## src/rtl/core/ssl_pkg.sv

```systemverilog
// Package for the servo slew limiter: transaction structs, operation codes and constants.
// Used by ssl_queue, ssl_step and servo_slew_limiter_with_queue. No dependencies.
package ssl_pkg;

  localparam logic [1:0] OP_TICK  = 2'd0;
  localparam logic [1:0] OP_SET   = 2'd1;
  localparam logic [1:0] OP_QUEUE = 2'd2;

  localparam logic [1:0] RATE_ADDR = 2'd0;

  localparam logic [7:0]  HOME_ANGLE = 8'd90;
  localparam logic [7:0]  MAX_ANGLE  = 8'd180;
  localparam logic [7:0]  MAX_STEP   = 8'd255;
  localparam logic [15:0] RATE_RESET = 16'd256;
  localparam int unsigned QCOUNT_W   = 4;

  typedef struct packed {
    logic [1:0]  operation;
    logic [7:0]  angle;
    logic [31:0] time_ms;
  } in_item_t;

  typedef struct packed {
    logic [7:0]          current_angle;
    logic                moving;
    logic                drive_enabled;
    logic [QCOUNT_W-1:0] queue_count;
    logic                dropped;
  } out_item_t;

  typedef struct packed {
    logic push;
    logic pop;
  } queue_ctrl_t;

  function automatic logic [7:0] clamp_angle(input logic [7:0] a);
    return (a > MAX_ANGLE) ? MAX_ANGLE : a;
  endfunction

endpackage

```

## src/rtl/core/ssl_queue.sv

```systemverilog
// Target angle queue: one synchronous memory with head/tail pointers and a fill count.
// Depends on ssl_pkg for the push/pop control struct.
module ssl_queue #(
  parameter int unsigned Depth = 8
) (
  input  logic                        clk_i,
  input  logic                        rst_ni,
  input  ssl_pkg::queue_ctrl_t        ctrl_i,
  input  logic [7:0]                  wdata_i,
  output logic [7:0]                  rdata_o,
  output logic [$clog2(Depth+1)-1:0]  count_o,
  output logic                        full_o,
  output logic                        empty_o
);

  localparam int unsigned IdxW = (Depth > 1) ? $clog2(Depth) : 1;
  localparam int unsigned CntW = $clog2(Depth + 1);
  localparam logic [IdxW-1:0] LastIdx = IdxW'(Depth - 1);

  logic [7:0]      mem [Depth];
  logic [7:0]      rdata_q;
  logic [IdxW-1:0] head_q, head_d, tail_q, tail_d;
  logic [CntW-1:0] count_q, count_d;

  always_ff @(posedge clk_i) begin
    if (ctrl_i.push) begin
      mem[tail_q] <= wdata_i;
    end
    rdata_q <= mem[head_q];
  end

  always_comb begin
    head_d  = head_q;
    tail_d  = tail_q;
    count_d = count_q;
    if (ctrl_i.push) begin
      tail_d = (tail_q == LastIdx) ? '0 : tail_q + IdxW'(1);
    end
    if (ctrl_i.pop) begin
      head_d = (head_q == LastIdx) ? '0 : head_q + IdxW'(1);
    end
    if (ctrl_i.push && !ctrl_i.pop) begin
      count_d = count_q + CntW'(1);
    end else if (ctrl_i.pop && !ctrl_i.push) begin
      count_d = count_q - CntW'(1);
    end
  end

  always_ff @(posedge clk_i or negedge rst_ni) begin
    if (!rst_ni) begin
      head_q  <= '0;
      tail_q  <= '0;
      count_q <= '0;
    end else begin
      head_q  <= head_d;
      tail_q  <= tail_d;
      count_q <= count_d;
    end
  end

  assign rdata_o = rdata_q;
  assign count_o = count_q;
  assign full_o  = (count_q == CntW'(Depth));
  assign empty_o = (count_q == '0);

endmodule

```

## src/rtl/core/ssl_step.sv

```systemverilog
// Slew step unit: registered elapsed-times-rate product, saturated, then position update.
// Depends on ssl_pkg for the step limit.
module ssl_step (
  input  logic        clk_i,
  input  logic        rst_ni,
  input  logic        mul_en_i,
  input  logic [31:0] elapsed_i,
  input  logic [15:0] rate_i,
  input  logic [7:0]  position_i,
  input  logic [7:0]  goal_i,
  output logic [7:0]  next_pos_o
);

  logic [47:0] product;
  logic [7:0]  step_q, step_d;
  logic [8:0]  sum;
  logic [7:0]  diff;

  assign product = {16'd0, elapsed_i} * {32'd0, rate_i};
  assign step_d  = (|product[47:16]) ? ssl_pkg::MAX_STEP : product[15:8];

  always_ff @(posedge clk_i or negedge rst_ni) begin
    if (!rst_ni) begin
      step_q <= '0;
    end else if (mul_en_i) begin
      step_q <= step_d;
    end
  end

  assign sum  = {1'b0, position_i} + {1'b0, step_q};
  assign diff = position_i - goal_i;

  always_comb begin
    if (position_i < goal_i) begin
      next_pos_o = (sum > {1'b0, goal_i}) ? goal_i : sum[7:0];
    end else if (position_i > goal_i) begin
      next_pos_o = (step_q >= diff) ? goal_i : position_i - step_q;
    end else begin
      next_pos_o = position_i;
    end
  end

endmodule

```

## src/rtl/core/servo_slew_limiter_with_queue.sv

```systemverilog
// Servo slew limiter top level: handshakes, APB rate register, sequencer and servo state.
// Depends on ssl_pkg, ssl_queue and ssl_step.
// Each transaction passes the queue read, the step multiply and the update, which waits
// while the previous result is still unaccepted; the result is then registered. No new
// transaction is accepted until the block has returned to idle.
// Reset: rate 1.0 deg/ms, angle and goal 90, stopped, drive released, queue empty.
// Queue memory is not cleared; only entries counted as filled are read.
module servo_slew_limiter_with_queue #(
  parameter int unsigned QUEUE_DEPTH = 8
) (
  input  logic               clk_i,
  input  logic               rst_ni,
  input  logic               in_valid_i,
  output logic               in_ready_o,
  input  ssl_pkg::in_item_t  in_data_i,
  output logic               out_valid_o,
  input  logic               out_ready_i,
  output ssl_pkg::out_item_t out_data_o,
  input  logic               psel,
  input  logic               penable,
  input  logic               pwrite,
  input  logic [1:0]         paddr,
  input  logic [31:0]        pwdata,
  output logic [31:0]        prdata,
  output logic               pready
);

  localparam int unsigned CntW  = $clog2(QUEUE_DEPTH + 1);
  localparam int unsigned QCntW = ssl_pkg::QCOUNT_W;

  localparam logic [1:0] S_IDLE = 2'd0;
  localparam logic [1:0] S_READ = 2'd1;
  localparam logic [1:0] S_MUL  = 2'd2;
  localparam logic [1:0] S_DONE = 2'd3;

  logic [1:0]             state_q, state_d;
  ssl_pkg::in_item_t      item_q;
  logic [7:0]             position_q, position_d;
  logic [7:0]             goal_q, goal_d;
  logic                   in_motion_q, in_motion_d;
  logic                   attached_q, attached_d;
  logic [31:0]            last_time_q, last_time_d;
  logic [15:0]            rate_q;
  logic                   out_valid_q, out_valid_d;
  ssl_pkg::out_item_t     out_q, out_d;

  ssl_pkg::queue_ctrl_t   q_ctrl;
  logic [7:0]             q_rdata;
  logic [CntW-1:0]        q_count, count_after;
  logic                   q_full, q_empty;
  logic                   start_q;
  logic [31:0]            elapsed;
  logic [7:0]             next_pos;
  logic [7:0]             ang_sat;
  logic                   in_fire, done_fire, mul_en;

  assign pready = 1'b1;
  assign prdata = (paddr == ssl_pkg::RATE_ADDR) ? {16'b0, rate_q} : '0;

  always_ff @(posedge clk_i or negedge rst_ni) begin
    if (!rst_ni) begin
      rate_q <= ssl_pkg::RATE_RESET;
    end else if (psel && penable && pwrite) begin
      rate_q <= pwdata[15:0];
    end
  end

  assign in_ready_o  = (state_q == S_IDLE);
  assign in_fire     = in_valid_i && in_ready_o;
  assign done_fire   = (state_q == S_DONE) && (!out_valid_q || out_ready_i);
  assign mul_en      = (state_q == S_MUL);
  assign start_q     = (item_q.operation == ssl_pkg::OP_TICK) && !in_motion_q && !q_empty;
  assign elapsed     = start_q ? 32'd0 : item_q.time_ms - last_time_q;
  assign ang_sat     = ssl_pkg::clamp_angle(item_q.angle);

  ssl_queue #(
    .Depth (QUEUE_DEPTH)
  ) u_queue (
    .clk_i   (clk_i),
    .rst_ni  (rst_ni),
    .ctrl_i  (q_ctrl),
    .wdata_i (ang_sat),
    .rdata_o (q_rdata),
    .count_o (q_count),
    .full_o  (q_full),
    .empty_o (q_empty)
  );

  ssl_step u_step (
    .clk_i      (clk_i),
    .rst_ni     (rst_ni),
    .mul_en_i   (mul_en),
    .elapsed_i  (elapsed),
    .rate_i     (rate_q),
    .position_i (position_q),
    .goal_i     (goal_q),
    .next_pos_o (next_pos)
  );

  always_comb begin
    state_d     = state_q;
    position_d  = position_q;
    goal_d      = goal_q;
    in_motion_d = in_motion_q;
    attached_d  = attached_q;
    last_time_d = last_time_q;
    out_valid_d = out_valid_q && !out_ready_i;
    out_d       = out_q;
    q_ctrl      = '0;
    count_after = q_count;
    unique case (state_q)
      S_IDLE: begin
        if (in_fire) begin
          state_d = S_READ;
        end
      end
      S_READ: begin
        state_d = S_MUL;
      end
      S_MUL: begin
        state_d = S_DONE;
        if (start_q) begin
          q_ctrl.pop  = 1'b1;
          goal_d      = q_rdata;
          in_motion_d = 1'b1;
          attached_d  = 1'b1;
          last_time_d = item_q.time_ms;
        end
      end
      S_DONE: begin
        if (done_fire) begin
          state_d       = S_IDLE;
          out_valid_d   = 1'b1;
          out_d.dropped = 1'b0;
          unique case (item_q.operation)
            ssl_pkg::OP_SET: begin
              goal_d      = ang_sat;
              in_motion_d = 1'b1;
              attached_d  = 1'b1;
              last_time_d = item_q.time_ms;
            end
            ssl_pkg::OP_QUEUE: begin
              if (q_full) begin
                out_d.dropped = 1'b1;
              end else begin
                q_ctrl.push = 1'b1;
                count_after = q_count + CntW'(1);
              end
            end
            ssl_pkg::OP_TICK: begin
              if (in_motion_q) begin
                position_d  = next_pos;
                last_time_d = item_q.time_ms;
                if (next_pos == goal_q) begin
                  in_motion_d = 1'b0;
                  attached_d  = 1'b0;
                end
              end
            end
            default: begin
            end
          endcase
          out_d.current_angle = position_d;
          out_d.moving        = in_motion_d;
          out_d.drive_enabled = attached_d;
          out_d.queue_count   = QCntW'(count_after);
        end
      end
      default: begin
        state_d = S_IDLE;
      end
    endcase
  end

  always_ff @(posedge clk_i) begin
    if (in_fire) begin
      item_q <= in_data_i;
    end
    out_q <= out_d;
  end

  always_ff @(posedge clk_i or negedge rst_ni) begin
    if (!rst_ni) begin
      state_q     <= S_IDLE;
      position_q  <= ssl_pkg::HOME_ANGLE;
      goal_q      <= ssl_pkg::HOME_ANGLE;
      in_motion_q <= 1'b0;
      attached_q  <= 1'b0;
      last_time_q <= '0;
      out_valid_q <= 1'b0;
    end else begin
      state_q     <= state_d;
      position_q  <= position_d;
      goal_q      <= goal_d;
      in_motion_q <= in_motion_d;
      attached_q  <= attached_d;
      last_time_q <= last_time_d;
      out_valid_q <= out_valid_d;
    end
  end

  assign out_valid_o = out_valid_q;
  assign out_data_o  = out_q;

endmodule
```

## config.mk

```make
export PLATFORM = sky130hd
export DESIGN_NAME = servo_slew_limiter_with_queue
export DESIGN_NICKNAME = d
export VERILOG_FILES = /design/src/rtl/core/ssl_pkg.sv /design/src/rtl/core/ssl_queue.sv /design/src/rtl/core/ssl_step.sv /design/src/rtl/core/servo_slew_limiter_with_queue.sv
export SDC_FILE = /design/constraint.sdc
export NUM_CORES = 2
export LEC_CHECK = 0
export BUFFER_PORTS_ARGS = -buffer_cell sky130_fd_sc_hd__buf_2
export CAP_MARGIN = 15
export CORE_UTILIZATION = 50
export CTS_BUF_LIST = sky130_fd_sc_hd__clkbuf_8
export DETAILED_ROUTE_END_ITERATION = 7
export PLACE_DENSITY = 0.73
export SYNTH_ARGS = -nofsm -noshare
export SYNTH_HDL_FRONTEND = slang
export SYNTH_HIERARCHICAL = 1
export SYNTH_SLANG_ARGS = --single-unit
```

## constraint.sdc

```tcl
create_clock -name clk_i -period 8.4 [get_ports clk_i]
set_input_delay 0 -clock clk_i [delete_from_list [all_inputs] [get_ports clk_i]]
set_output_delay 0 -clock clk_i [all_outputs]
set_load 0.03 [all_outputs]
```

# Word-level counts from Yosys, hierarchy flattened
# Memories as Yosys holds them, arrays and structs flattened. A register that Yosys moved wholly into a read port is not among the register bits.
# Cells that the tools add are included.
# Widths: inputs -> output; s select.
[op_classes]
mul = 1
n_reduce_logical = 28
add_sub_neg = 8
magnitude_cmp = 5
n_eq_ne = 15
mux = 50
[op_table]
columns = ["cell", "count"]
rows = [
  ["$mux 32", 4],
  ["$pmux 32 s2", 2],
  ["$mux 8", 11],
  ["$mul 32x16->48", 1],
  ["$reduce_or 32->1", 1],
  ["$sub 32x32->32", 1],
  ["$mux 1", 18],
  ["$mux 16", 1],
  ["$mux 4", 4],
  ["$pmux 8 s2", 1],
  ["$sub 8x8->8", 2],
  ["$add 8x8->9", 1],
  ["$gt 9x8->1", 1],
  ["$logic_and 1x1->1", 9],
  ["$eq 8x8->1", 1],
  ["$ge 8x8->1", 1],
  ["$gt 8x8->1", 1],
  ["$gt 8x8->1 const B", 1],
  ["$lt 8x8->1", 1],
  ["$pmux 1 s2", 4],
  ["$pmux 2 s4", 1],
  ["$add 3x1->3 const B", 2],
  ["$eq 2x2->1 const B", 3],
  ["$eq 3x3->1 const B", 2],
  ["19 further kinds", 33],
]
[totals]
output_inout_bits = 50
ramBits = 64
memories = 1
regBits = 144
in_bits = 83
word_cells = 128
[memory_table]
columns = ["memory", "words", "word_bits", "rd", "rd_ports_with_merged_regs", "wr", "line_no", "rtl"]
rows = [
  ["u_queue.mem", 8, 8, 1, 1, 1, "ssl_queue.sv:20", "logic [7:0] mem [Depth];"],
]

# Longest topological paths before layout
[logic_depth]
depth_word = 11
depth_mapped = 35
mapped_depth_nobuf = 33

# Cells and area by module
# The synthesis kept the hierarchy.
[modules_own_cells]
columns = ["module", "cells_per_inst", "seq_area_each_um2", "area_per_inst_um2", "n_inst"]
rows = [
  ["ssl_step", 2039, 200.2, 17900.9, 1],
  ["servo_slew_limiter_with_queue", 655, 3449.6, 7220.7, 1],
  ["ssl_queue", 166, 2332.2, 3280.6, 1],
]

# Worst setup path after synthesis
# No wires, ideal clock.
[synth_path]
path_type = "register to register"
startpoint = "register last_time_q[0]"
endpoint = "register u_step.step_q[0]"
period_less_slack_ns = 8.664
path_slack_ns = -0.264
setup_ns = 0.146
n_path_buf = 2
t_arrival_ns = 8.518
stages_incl_launch_ff = 34
t_required_ns = 8.254
path_cell_list = "dfrtp_1 ha_1 fa_1 nor2b_1 o31ai_1 a21oi_1 o21ai_0 o221a_2 o31ai_1 mux2i_1 clkbuf_1 and2_1 fa_1 inv_1 fa_1 inv_1 fa_1 inv_1 fa_1 fa_1 fa_1 inv_1 ha_1 buf_6 a21oi_4 o21ai_1 a311o_1 a41o_1 or3_1 or3_1 a21oi_1 nand4_1 nor4_4 a31oi_1"
[synth_between]
elab_chain_len = 5
[synth_rtl]
columns = ["element", "line_no", "rtl"]
rows = [
  ["start, declared", "servo_slew_limiter_with_queue.sv:42", "logic [31:0] last_time_q, last_time_d;"],
  ["start signal, assigned", "servo_slew_limiter_with_queue.sv:197", "last_time_q <= last_time_d;"],
  ["$sub 32x32->32", "servo_slew_limiter_with_queue.sv:73", "assign elapsed = start_q ? 32'd0 : item_q.time_ms - last_time_q;"],
  ["$mux 32", "servo_slew_limiter_with_queue.sv:73", ""],
  ["net elapsed[30]", "servo_slew_limiter_with_queue.sv:52", "logic [31:0] elapsed;"],
  ["$mul 32x16->48", "ssl_step.sv:19", "assign product = {16'd0, elapsed_i} * {32'd0, rate_i};"],
  ["$reduce_or 32->1", "ssl_step.sv:20", "assign step_d = (|product[47:16]) ? ssl_pkg::MAX_STEP : product[15:8];"],
  ["$mux 8", "ssl_step.sv:20", ""],
  ["end signal, assigned", "ssl_step.sv:26", "step_q <= step_d;"],
  ["end, declared", "ssl_step.sv:15", "logic [7:0] step_q, step_d;"],
]
# The timed path passes the listed nets, and every way through them passes these cells.
# A chain may end at the register's enable or synchronous reset.

# Final worst setup path
[layout_path]
startpoint = "register item_q[11] (netlist name)"
endpoint = "register u_step.step_q[0]"
[layout_between]
elab_chain_len = 5
[layout_rtl]
columns = ["element", "line_no", "rtl"]
rows = [
  ["start, declared", "servo_slew_limiter_with_queue.sv:37", "ssl_pkg::in_item_t item_q;"],
  ["start signal, assigned", "servo_slew_limiter_with_queue.sv:177", "item_q <= in_data_i;"],
  ["$sub 32x32->32", "servo_slew_limiter_with_queue.sv:73", ""],
  ["$mux 32", "servo_slew_limiter_with_queue.sv:73", ""],
  ["net elapsed[27]", "servo_slew_limiter_with_queue.sv:52", ""],
  ["$mul 32x16->48", "ssl_step.sv:19", ""],
  ["$reduce_or 32->1", "ssl_step.sv:20", ""],
  ["$mux 8", "ssl_step.sv:20", ""],
]
# The timed path passes the listed nets, and every way through them passes these cells.

==> flow_summary.json <==
{
  "status": "finished, violations left",
  "violations": "setup timing",
  "period_share_pct": 100.6,
  "cp_slowest_cell": "fa_2",
  "ys_seq_area_share_pct": 21.06,
  "rr_worst_depth": 31,
  "rrSetupSlack_ns": -0.05,
  "hp-start": "penable",
  "setup_ws_ns": -0.04828,
  "synth_top_flop_cell": "edfxtp_1",
  "grt_max_degree": 48,
  "max_cap_viol_count": 0,
  "drt-met1-wl_mm": 30.42,
  "layout_common_cells": "fa_1 (404), inv_1 (384), nand2_1 (362)",
  "post-route-util_pct": 62.55,
  "max_slew_margin_pct": 16.75,
  "rsz0062_at_grt": "true",
  "wl_met3_mm": 5.847,
  "worstPathArrival_ns": 8.91,
  "clock.fmax_mhz": 118.4,
  "wl_met2_mm": 38.61,
  "yosysWarnings": 6,
  "io_pins": 133,
  "synth_area_per_cell_um2": 9.931,
  "postRouteAntennaNets": 0,
  "drv_slew": 0,
  "dr.pass1.iters": 8,
  "r2r-start": "item_q[11]",
  "drtIter0Drc": 1394,
  "layout.cells.most_common": "fa_1",
  "holdPathStages": 4,
  "vias": 22490,
  "areaGrowthSynthToFinish_pct": 22.52,
  "top_layer": "met4",
  "drive_gt1_share_pct": 24.94,
  "dpl.hpwl_mm": 59.92,
  "fp.dieArea_um2": 57760,
  "viasPerCell": 5.529,
  "cp_top_family": "adder cells",
  "rows": 86,
  "crit_type": "reg2reg",
  "first_global_vias": 24520,
  "drc": 0,
  "cp.depth": 31,
  "ys_ff_latch": 216,
  "clk_latency_ns": 0.59,
  "antenna_found_initial": 2,
  "grt_pass1_wl_mm": 124.2,
  "htreeDepth": 2,
  "end_kind": "register",
  "cpPeakStageDelay_ns": 0.59,
  "worstMarginPinSlew_ns": 1.249,
  "drt-total-wl_mm": 77.66,
  "final.min_clock_period_ns": 8.448,
  "final-setup-viol-count": 8,
  "yosysUniqueCellTypes": 86,
  "regToRegEndpoint": "u_step/step_q[0]",
  "hold_viol_final": 0,
  "diodes": 0,
  "cts_buffers": 38,
  "die_y_um": 240.3,
  "nets": 3993,
  "initial_core_util_pct": 51.05,
  "clock_sinks": 216,
  "wl_per_cell_um": 19.09,
  "synthArstFlopShare_pct": 40.28,
  "path_buf_inv": 5,
  "port-buffer-count": 99,
  "coreArea_um2": 55630,
  "track_usage_pct": 27.37,
  "synth-edff-count": 121,
  "place_congestion": 0.9566,
  "cts_tree": "done",
  "cp.required_ns": 8.86,
  "die_w_um": 240.3,
  "hold_class": "in2reg",
  "holdPathEnd": "rate_q[3]",
  "clk_path_buf_depth": 3,
  "syn_area_um2": 28400,
  "path_common_cell": "fa_1",
  "cp_max_fo": 8,
  "cts_root_buf": "clkbuf_8",
  "finalClockSkew_ns": 0.02953,
  "clkTransAtPathRegs_ns": 0.06,
  "grt.overflow.total": 0,
  "startpoint_type": "register",
  "synth_cells": 2860
}
-- registers in the layout (all words and copies together), names as in the netlist, 2 cells and up --
register,cells
goal_q,8
item_q,42
last_time_q,32
out_data_o,15
position_q,8
rate_q,16
state_q,2
u_queue/count_o,4
u_queue/head_q,3
u_queue/mem,64
u_queue/rdata_o,8
u_queue/tail_q,3
u_step/step_q,8
-- synthesized netlist by cell type, types with 8 or more instances --
| cell | count | area share [%] |
|---|---|---|
| o21a_1 | 26 | 0.69 |
| mux2i_1 | 38 | 1.3 |
| dfxtp_1 | 8 | 0.56 |
| or3_1 | 12 | 0.26 |
| nor3_1 | 33 | 0.58 |
| nor2_1 | 89 | 1.2 |
| a211oi_1 | 17 | 0.45 |
| o21ai_0 | 91 | 1.6 |
| mux2_4 | 34 | 1.8 |
| ha_1 | 198 | 8.7 |
| nand2_1 | 366 | 4.8 |
| nand3_1 | 24 | 0.42 |
| dfrtp_1 | 78 | 6.9 |
| clkbuf_1 | 116 | 1.5 |
| o211ai_1 | 18 | 0.48 |
| and3_1 | 11 | 0.24 |
| a21o_1 | 28 | 0.74 |
| mux2_2 | 45 | 1.8 |
| nand4_1 | 33 | 0.73 |
| xnor2_1 | 47 | 1.4 |
| fa_1 | 422 | 30 |
| mux4_1 | 8 | 0.74 |
| buf_4 | 17 | 0.45 |
| inv_1 | 380 | 5.0 |
| nand2b_1 | 19 | 0.42 |
| and2_1 | 267 | 5.9 |
| nor2b_1 | 12 | 0.26 |
| dfstp_2 | 9 | 0.83 |
| nor4_1 | 13 | 0.29 |
| mux4_2 | 8 | 0.63 |
| edfxtp_1 | 121 | 13 |
| xor2_1 | 24 | 0.74 |
| o21bai_1 | 15 | 0.40 |
| a31oi_1 | 19 | 0.42 |
| a21oi_1 | 98 | 1.7 |
| o31ai_1 | 9 | 0.24 |
-- logic make-up after synthesis --
| family | Yosys count | synth area share, % |
|---|---|---|
| muxes | 133 | 6.295 |
| adders and majority gates | 620 | 38.47 |
| and+or+nand+nor | 906 | 15.91 |
| buffers and inverters | 532 | 7.529 |
| AOI/OAI and AO/OA | 380 | 8.520 |
| DFF | 216 | 21.06 |
| other | 2 | 0.02644 |
| xor gates and xnor gates | 71 | 2.189 |
-- what timing repair did --
item | 4_1_cts | 5_1_grt
endpoints found under the hold margin | 101 | 0
hold buffers | 63 | 0
cloned | 0 | 1
setup buffers | 9 | 31
pin swaps | 49 | 96
gates resized for setup | 87 | 153
setup endpoints to repair | 8 | 8
-- how the worst max path moves through the flow --
stage          startpoint                to  slack, ns
2_1_floorplan  item_q[19]  u_step/step_q[0]       0.03
6_report       item_q[11]  u_step/step_q[0]      -0.05
3_3_place_gp    item_q[2]  u_step/step_q[0]      -0.16
4_1_cts         item_q[1]  u_step/step_q[0]      0.004
5_1_grt        item_q[11]  u_step/step_q[0]      -0.29
3_5_place_dp    item_q[1]  u_step/step_q[0]      -0.32
-- metrics by stage --
stage          setup TNS [ns]  setup slack [ns]  instances  hold WS [ns]  instance area [um^2]
2_1_floorplan               0           0.03472       2875       -0.2956                 28560
3_3_place_gp           -1.198           -0.1609       3892       0.03722                 31870
3_5_place_dp           -2.418           -0.3224       3892       0.04282                 31870
4_1_cts                     0          0.003819       4034       0.01644                 33780
5_1_grt                -2.190           -0.2914       4068       0.07301                 34800
6_report              -0.2249          -0.04828       4068       0.08529                 34800
-- cell type report --
cell class	count	area, um^2
multi-input combinational	2127	21550
fill	4362	20830
sequential	216	5982
timing repair buffer	526	4139
inverter	381	1430
tap	748	935.9
clock buffer	41	564.3
clock inverter	29	195.2
-- worst register-to-register path: cells and delay by family, from the launching register on --
kind / cells / cell delay, ns
adders and majority gates: 8 / 3.54
and+or+nand+nor: 9 / 1.91
AOI/OAI and AO/OA: 9 / 1.88
buffers and inverters: 5 / 0.56
DFF: 1 / 0.43
-- layer usage --
layer	up-vias	global-route usage (%)
met5	-	0
met4	0	10.29
met3	208	4.420
met2	868	47.64
met1	11240	34.09
li1	10170	-
Power is not shown: default switching activity piles up to over one toggle a cycle in this logic, so the estimate is an artifact.
